**src/rtl/assert_macros.svh**
```systemverilog
// Assertion helpers shared by the RTL files.
// Every check is sampled on the rising clock edge and is off while reset is high.
`ifndef ASSERT_MACROS_SVH
`define ASSERT_MACROS_SVH

// Plain property.
`define SDFR_ASSERT(lbl, prop, msg) \
   lbl: assert property (@(posedge clock) disable iff (reset) (prop)) else $error(msg);

// Same-cycle implication.
`define SDFR_ASSERT_IMP(lbl, ante, cons, msg) \
   lbl: assert property (@(posedge clock) disable iff (reset) (ante) |-> (cons)) \
      else $error(msg);

// Next-cycle implication.
`define SDFR_ASSERT_NXT(lbl, ante, cons, msg) \
   lbl: assert property (@(posedge clock) disable iff (reset) (ante) |=> (cons)) \
      else $error(msg);

`endif

```
**src/rtl/sdfr_pkg.sv**
```systemverilog
package sdfr_pkg;

   // operation codes
   localparam logic [1:0] OP_RECEIVE = 2'd0;
   localparam logic [1:0] OP_READ    = 2'd1;
   localparam logic [1:0] OP_RELEASE = 2'd2;

   // parser phase codes as reported on the result channel
   localparam logic [2:0] PHASE_IDLE   = 3'd0;
   localparam logic [2:0] PHASE_SYNC2  = 3'd1;
   localparam logic [2:0] PHASE_LENGTH = 3'd2;
   localparam logic [2:0] PHASE_HEAD   = 3'd3;
   localparam logic [2:0] PHASE_DATA   = 3'd4;
   localparam logic [2:0] PHASE_END    = 3'd5;
   localparam logic [2:0] PHASE_HOLD   = 3'd6;

   // framing bytes
   localparam logic [7:0] SYNC_A = 8'h55;
   localparam logic [7:0] SYNC_B = 8'hAA;
   localparam logic [7:0] DELIM  = 8'h7E;
   localparam logic [1:0] PAIR   = 2'd2;

   // parser outcome for one item
   typedef struct packed {
      logic [2:0] phase;
      logic       ready;
      logic [9:0] length;
      logic       aborted;
   } result_type;

endpackage

```
**src/rtl/sdfr_parser.sv**
```systemverilog
`include "assert_macros.svh"

module sdfr_parser #(
   parameter int BUFFER_DEPTH = 1024,
   localparam int AW = $clog2(BUFFER_DEPTH)
) (
   input  logic                 clock,
   input  logic                 reset,
   input  logic                 accept,
   input  logic [1:0]           operation,
   input  logic [7:0]           rx_byte,
   output logic                 wr_en,
   output logic [AW-1:0]        wr_addr,
   output logic [7:0]           wr_data,
   output sdfr_pkg::result_type result
);

   import sdfr_pkg::*;

   typedef enum logic [2:0] {
      PH_IDLE   = PHASE_IDLE,
      PH_SYNC2  = PHASE_SYNC2,
      PH_LENGTH = PHASE_LENGTH,
      PH_HEAD   = PHASE_HEAD,
      PH_DATA   = PHASE_DATA,
      PH_END    = PHASE_END,
      PH_HOLD   = PHASE_HOLD
   } phase_type;

   phase_type     phase_ff, phase_in;
   logic [1:0]    sub_ff, sub_in;
   logic [AW-1:0] count_ff, count_in;
   logic [AW:0]   count_plus;
   logic [1:0]    sub_plus;
   logic          ready;
   logic          abort;

   assign count_plus = {1'b0, count_ff} + {{AW{1'b0}}, 1'b1};
   assign sub_plus   = sub_ff + 2'd1;

   // next parser state for the accepted item
   always_comb begin
      phase_in = phase_ff;
      sub_in   = sub_ff;
      count_in = count_ff;
      ready    = 1'b0;
      abort    = 1'b0;
      wr_en    = 1'b0;
      wr_addr  = count_ff;
      wr_data  = rx_byte;
      if (accept) begin
         unique case (operation)
            OP_RECEIVE: begin
               if (phase_ff != PH_HOLD) begin
                  // count stays below depth, so every byte lands in the store
                  wr_en    = 1'b1;
                  count_in = count_plus[AW-1:0];
                  unique case (phase_ff)
                     PH_IDLE: begin
                        if (rx_byte == SYNC_A) begin
                           phase_in = PH_SYNC2;
                        end else begin
                           phase_in = PH_IDLE;
                           sub_in   = 2'd0;
                           count_in = '0;
                        end
                     end
                     PH_SYNC2: begin
                        if (rx_byte == SYNC_B) begin
                           phase_in = PH_LENGTH;
                           sub_in   = 2'd0;
                        end else begin
                           phase_in = PH_IDLE;
                           sub_in   = 2'd0;
                           count_in = '0;
                        end
                     end
                     PH_LENGTH: begin
                        if (sub_plus == PAIR) begin
                           phase_in = PH_HEAD;
                           sub_in   = 2'd0;
                        end else begin
                           sub_in = sub_plus;
                        end
                     end
                     PH_HEAD: begin
                        if (rx_byte != DELIM) begin
                           phase_in = PH_IDLE;
                           sub_in   = 2'd0;
                           count_in = '0;
                        end else if (sub_plus == PAIR) begin
                           phase_in = PH_DATA;
                           sub_in   = 2'd0;
                        end else begin
                           sub_in = sub_plus;
                        end
                     end
                     PH_DATA: begin
                        if (rx_byte == DELIM) begin
                           phase_in = PH_END;
                        end
                     end
                     PH_END: begin
                        if (rx_byte == DELIM) begin
                           phase_in = PH_HOLD;
                           ready    = 1'b1;
                        end else begin
                           phase_in = PH_IDLE;
                           sub_in   = 2'd0;
                           count_in = '0;
                        end
                     end
                     default: begin
                        phase_in = PH_IDLE;
                        sub_in   = 2'd0;
                        count_in = '0;
                     end
                  endcase
                  // buffer full: drop the frame and start over
                  if (count_plus >= (AW+1)'(BUFFER_DEPTH)) begin
                     phase_in = PH_IDLE;
                     sub_in   = 2'd0;
                     count_in = '0;
                     ready    = 1'b0;
                     abort    = 1'b1;
                  end
               end
            end
            OP_RELEASE: begin
               phase_in = PH_IDLE;
               sub_in   = 2'd0;
               count_in = '0;
            end
            default: begin
            end
         endcase
      end
   end

   always_comb begin
      result.phase   = 3'(phase_in);
      result.ready   = ready;
      result.length  = 10'(count_in);
      result.aborted = abort;
   end

   // parser state
   always_ff @(posedge clock) begin
      if (reset) begin
         phase_ff <= PH_IDLE;
         sub_ff   <= 2'd0;
         count_ff <= '0;
      end else begin
         phase_ff <= phase_in;
         sub_ff   <= sub_in;
         count_ff <= count_in;
      end
   end

   `SDFR_ASSERT(a_count_below_depth, (32'(count_ff) < BUFFER_DEPTH), "stored count reached depth")
   `SDFR_ASSERT_IMP(a_no_write_in_hold, (phase_ff == PH_HOLD), !wr_en, "store written while holding")
   `SDFR_ASSERT_NXT(a_ready_enters_hold, ready, (phase_ff == PH_HOLD), "ready without hold")

endmodule

```
**config.mk**
```make
export PLATFORM = sky130hd
export DESIGN_NAME = sdfr_parser
export DESIGN_NICKNAME = d
export VERILOG_FILES = /design/src/rtl/sdfr_pkg.sv /design/src/rtl/sdfr_parser.sv
export VERILOG_INCLUDE_DIRS = /design/src /design/src/rtl
export SDC_FILE = /design/constraint.sdc
export NUM_CORES = 1
export LEC_CHECK = 0
export ABC_CLOCK_PERIOD_IN_PS = 2500
export BUFFER_PORTS_ARGS = -buffer_cell sky130_fd_sc_hd__buf_2
export CORE_MARGIN = 2
export CORE_UTILIZATION = 48
export DETAILED_ROUTE_END_ITERATION = 8
export HOLD_SLACK_MARGIN = 0.08
export PLACE_DENSITY_LB_ADDON = 0.15
export SKIP_CTS_REPAIR_TIMING = 1
export SYNTH_ARGS = -nofsm -noshare
export SYNTH_HDL_FRONTEND = slang
export SYNTH_SLANG_ARGS = --single-unit
```
**constraint.sdc**
```tcl
create_clock -name clock -period 2.5 [get_ports clock]
set_input_delay 0.25 -clock clock [delete_from_list [all_inputs] [get_ports clock]]
set_output_delay 0.25 -clock clock [all_outputs]
set_load 0.05 [all_outputs]
```
# After elaboration in Yosys (flattened, before gate mapping)
# Cells that the tools add are included.
dict set report classes {
  n_addsub 2
  order_cmp 1
  n_eq_ne 16
  muxes 42
  n_reduce_logical 5
}
# op n
set ops {}
lappend ops {{two-way mux 10 bit} 7}
lappend ops {{one-hot mux 10 bit (5 select lines)} 1}
lappend ops {{two-way mux 3 bit} 8}
lappend ops {{one-hot mux 10 bit (2 select lines)} 1}
lappend ops {{one-hot mux 3 bit (6 select lines)} 1}
lappend ops {{equality test 8 x 7 -> 1 bit, second input constant} 2}
lappend ops {{two-way mux 1 bit} 14}
lappend ops {{two-way mux 2 bit} 7}
lappend ops {{adder 10 x 1 -> 11 bit, second input constant} 1}
lappend ops {{greater-or-equal comparator 11 bit, second input constant} 1}
lappend ops {{one-hot mux 2 bit (5 select lines)} 1}
lappend ops {{equality test 8 bit, second input constant} 1}
lappend ops {{inequality test 4 bit, second input constant} 2}
lappend ops {{inequality test 8 x 7 -> 1 bit, second input constant} 1}
lappend ops {{equality test 3 x 2 -> 1 bit, second input constant} 2}
lappend ops {{equality test 3 bit, second input constant} 2}
lappend ops {{inequality test 3 bit, second input constant} 2}
lappend ops {{one-hot mux 3 bit (2 select lines)} 1}
lappend ops {{AND reduction 6 bit} 1}
lappend ops {{equality test 2 bit, second input constant} 2}
lappend ops {{one-hot mux 2 bit (2 select lines)} 1}
lappend ops {{equality test 3 x 1 -> 1 bit, second input constant} 1}
lappend ops {{zero test 3 bit} 1}
lappend ops {{adder 2 x 1 -> 2 bit, second input constant} 1}
lappend ops {{4 further kinds} 4}
dict set report totals {
  reg_bits 15
  inputBits 13
  elab_cells 69
}

# Depth between registers and ports, before layout
dict set report logic_depth {
  word_depth 9
  ltp_mapped 7
  depth_no_buf 7
}

# Least setup slack after synthesis
# Ideal clock, no wire load.
dict set report synth_timing {
  path_kind {register to register}
  from {reg count_ff[0] (netlist: wr_addr[0])}
  to {reg count_ff[8] (netlist: wr_addr[8])}
  t_arrival_ns 2.390
  setup_slack_ns -0.005
  path_stages_with_launch 8
  period_less_slack_ns 2.505
  path_cell_list {dfxtp_1 > ha_1 > nand3_1 > or3_1 > nand3_1 > nor2_1 > a32o_1 > nor2b_1}
}
# item line
set synth_rtl {}
lappend synth_rtl {{from (decl)} sdfr_parser.sv:32} ;# logic [AW-1:0] count_ff, count_in;
lappend synth_rtl {{from (signal assigned)} sdfr_parser.sv:156} ;# count_ff <= count_in;

==> run_results.csv <==
group,metric,value,unit
final_layout,post-route-util,0.665,
route,drt_iter0_drc,38,
worst_setup_path,crit_buf_inv,1,
power,p_total,0.000521,W
global_route,grt_pass1_vias,1088,
placed_design,placed_area,1370,sq um
sta,worst_slack,0.0678,ns
final_layout,final_cell_area,1510,sq um
sta,finalSetupViolCount,0,
yosys,synth-seq-area-share,0.254,
final_layout,drive_above_1_share,0.400,
hold_path,min-delay-start,"operation[1]",
global_route,overflow,0,
run_status,status,"finished, final reports clean",
worst_setup_path,cp_cell_sequence,"or4b_4 > o22ai_4 > a21o_4 > o21ai_2 > or3_4 > nand3_2 > buf_6",
floorplan,die_height,53.6,um
yosys,synthFlopType,"dfxtp_1",
sta,fmax,0.411,GHz
floorplan,ios,47,
sta,relSlewSlack,0.667,
placed_design,portBuffers,46,
yosys,ys_ff_latch,15,
global_route,antenna_found_initial,0,
final_layout,insertedDiodeCount,0,
route,wl,3280,um
floorplan,coreArea,2280,sq um
sta,tightest_slew,0.494,ns
floorplan,std_cell_rows,17,
yosys,postSynthCellCount,159,
clocking,cts_buffer_depth,2,
sta,finalSetupTns,0,ns
worst_setup_path,worstSetupEndpointType,"output pin",
sta,fin_skew,0.00534,ns
yosys,avgSynthCellArea,7.44,sq um
clocking,cts_made_buffers,3,
worst_setup_path,critPathMaxFanout,6,
route,drt_pre_antenna_iters,4,
yosys,synth_edf_count,0,
worst_setup_path,cp-start-kind,"flip-flop",
route,drc,0,
power,vdd_drop_max,0.000341,V
route,ant_nets,0,
global_route,grt_pass1_wl,4820,um
yosys,yosys.area.top_type,"dfxtp_1",
clocking,clk_latency,0.29,ns
floorplan,start_util,0.520,
clocking,cts_tree,"yes",
route,vias_per_cell,5.89,
yosys,ys_async_sr_fraction,0,
final_layout,area_delta_synth_final,28.0,%
yosys,syn_area,1180,sq um
final_layout,nNetsFinal,215,
clocking,root_buffer,"clkbuf_4",
yosys,ys_types,45,
worst_setup_path,slowest_stage,"or4b_4",
sta,slew_violations,0,
yosys,yosysTopAreaCellShare,0.254,
yosys,syn_nets,173,
sta,final.period_utilization,0.973,
worst_setup_path,startpoint,"phase_ff[2]$_SDFF_PP0_",
power,power.density,344,nW/um^2
yosys,yosys_warnings,0,
floorplan,die_x,53.6,um
global_route,grt_usage,0.228,
worst_setup_path,critPathArrivalTime,2.18,ns
sta,layout_min_cycle_time,2.43,ns
run,drv_cap,0,
worst_setup_path,r2r_setup_slack,0.62,ns
placed_design,gp_congestion,0.883,
clocking,htreeDepth,1,
route,wire_per_inst,14.4,um
route,vias,1344,
global_route,grt_max_degree,16,
power,p_leak,0.646,nW
worst_setup_path,worstReg2RegStart,"phase_ff[2]$_SDFF_PP0_",
worst_setup_path,cp_data_required_time,2.25,ns
hold_path,hold_path.class,"input pin to flip-flop",
yosys,netlist_top_cells_area,"dfxtp_1 25%, nand2_1 7.0%, buf_4 6.3%",
worst_setup_path,max_stage_delay,0.54,ns
clocking,cts_sinks,15,
placed_design,dpl.hpwl,2390,um
worst_setup_path,critical_path_class,"flip-flop to output pin",
sta,final_hold_viol_count,0,
worst_setup_path,crit_family,"simple AND/OR/NAND/NOR gates",
clocking,clk_pin_slew_worst_paths,0.10,ns
floorplan,die-area,2880,sq um
placed_design,preCtsSetupSlack,0.186,ns
layout make-up:
type / instances / area, sq um
Timing Repair Buffer: 53 / 299
Multi-Input combinational cell: 124 / 821
Clock buffer: 3 / 22.5
Clock inverter: 1 / 7.51
Tap cell: 28 / 35.0
Inverter: 4 / 15.0
Fill cell: 195 / 762
Sequential cell: 15 / 314
metrics by stage:
stage,hold WS (ns),cells
after floorplan,0.314,159
after global placement,0.435,221
after detailed placement,0.445,221
after CTS,0.239,225
after global routing,0.242,228
final,0.249,228
registers in the layout, summed over array words and instances, names as in the netlist:
| register | count |
|---|---|
| wr_addr | 10 |
| sub_ff | 2 |
| phase_ff | 3 |
final timing paths:
kind	end	cells after the start
worst max-delay path	result[5]	7
worst min register to register	sub_ff[1]$_SDFFE_PP0P_	2
worst max register to register	wr_addr[4]$_SDFF_PP0_	6
worst min-delay path	wr_addr[9]$_SDFF_PP0_	2
metal layers:
layer	GRT usage	part of all wire	up-vias
met4	0.0513	0.0092	0
met3	0.0500	0.068	4
li1	-	-	660
met2	0.370	0.48	59
met5	0	0	-
met1	0.310	0.44	621
worst register-to-register path: stages (launching register included):
cell     delay (ns)
dfxtp_4        0.39
or4b_4         0.55
o22ai_4        0.12
a21o_4         0.17
o21ai_2        0.09
or3_4          0.36
a31oi_1        0.16
cell usage after synthesis (4+ instances only):
library cell and instances:
or3_1 4, nand3b_1 5, o21ai_0 6, nand3_1 7
inv_1 4, a21oi_1 8, dfxtp_1 15, nor2b_1 9
nand2b_1 5, nor2_1 10, buf_4 10, nor3_1 6
nand2_1 22
layout by cell type, fill, tap and decap left out, types with 2 or more instances in the layout:
master,count
clkbuf_4,4
nand3_1,5
nor2_1,9
nand2_1,21
o211ai_1,2
o22a_1,2
nand3b_1,5
inv_1,4
dfxtp_4,3
nand2b_1,5
dfxtp_2,2
nand3_2,2
nor2b_1,9
a31oi_1,3
a2bb2oi_1,2
nand4b_1,2
a21oi_1,8
nor3b_1,2
dfxtp_1,10
a211o_1,2
nor3_1,5
buf_2,43
o21ai_0,6
buf_4,6
nor4_1,2
or3_4,3
nand4_1,3
kinds of logic (layout without fill, tap and decap cells):
family                     count (synthesis)  count (layout)  synth area share
xor gates and xnor gates                   1               1           0.00741
buffers and inverters                     20              61             0.104
AOI/OAI and AO/OA                         38              38             0.233
adders and majority gates                  1               1            0.0106
DFF                                       15              15             0.254
muxes                                      1               1           0.00847
and+or+nand+nor                           83              83             0.383
where the power goes:
group / internal (W) / switching, W
Sequential: 0.000240 / 0.00000523
Clock: 0.0000609 / 0.0000900
Combinational: 0.0000398 / 0.0000859
Note: power is estimated with default switching activity, not from simulation.
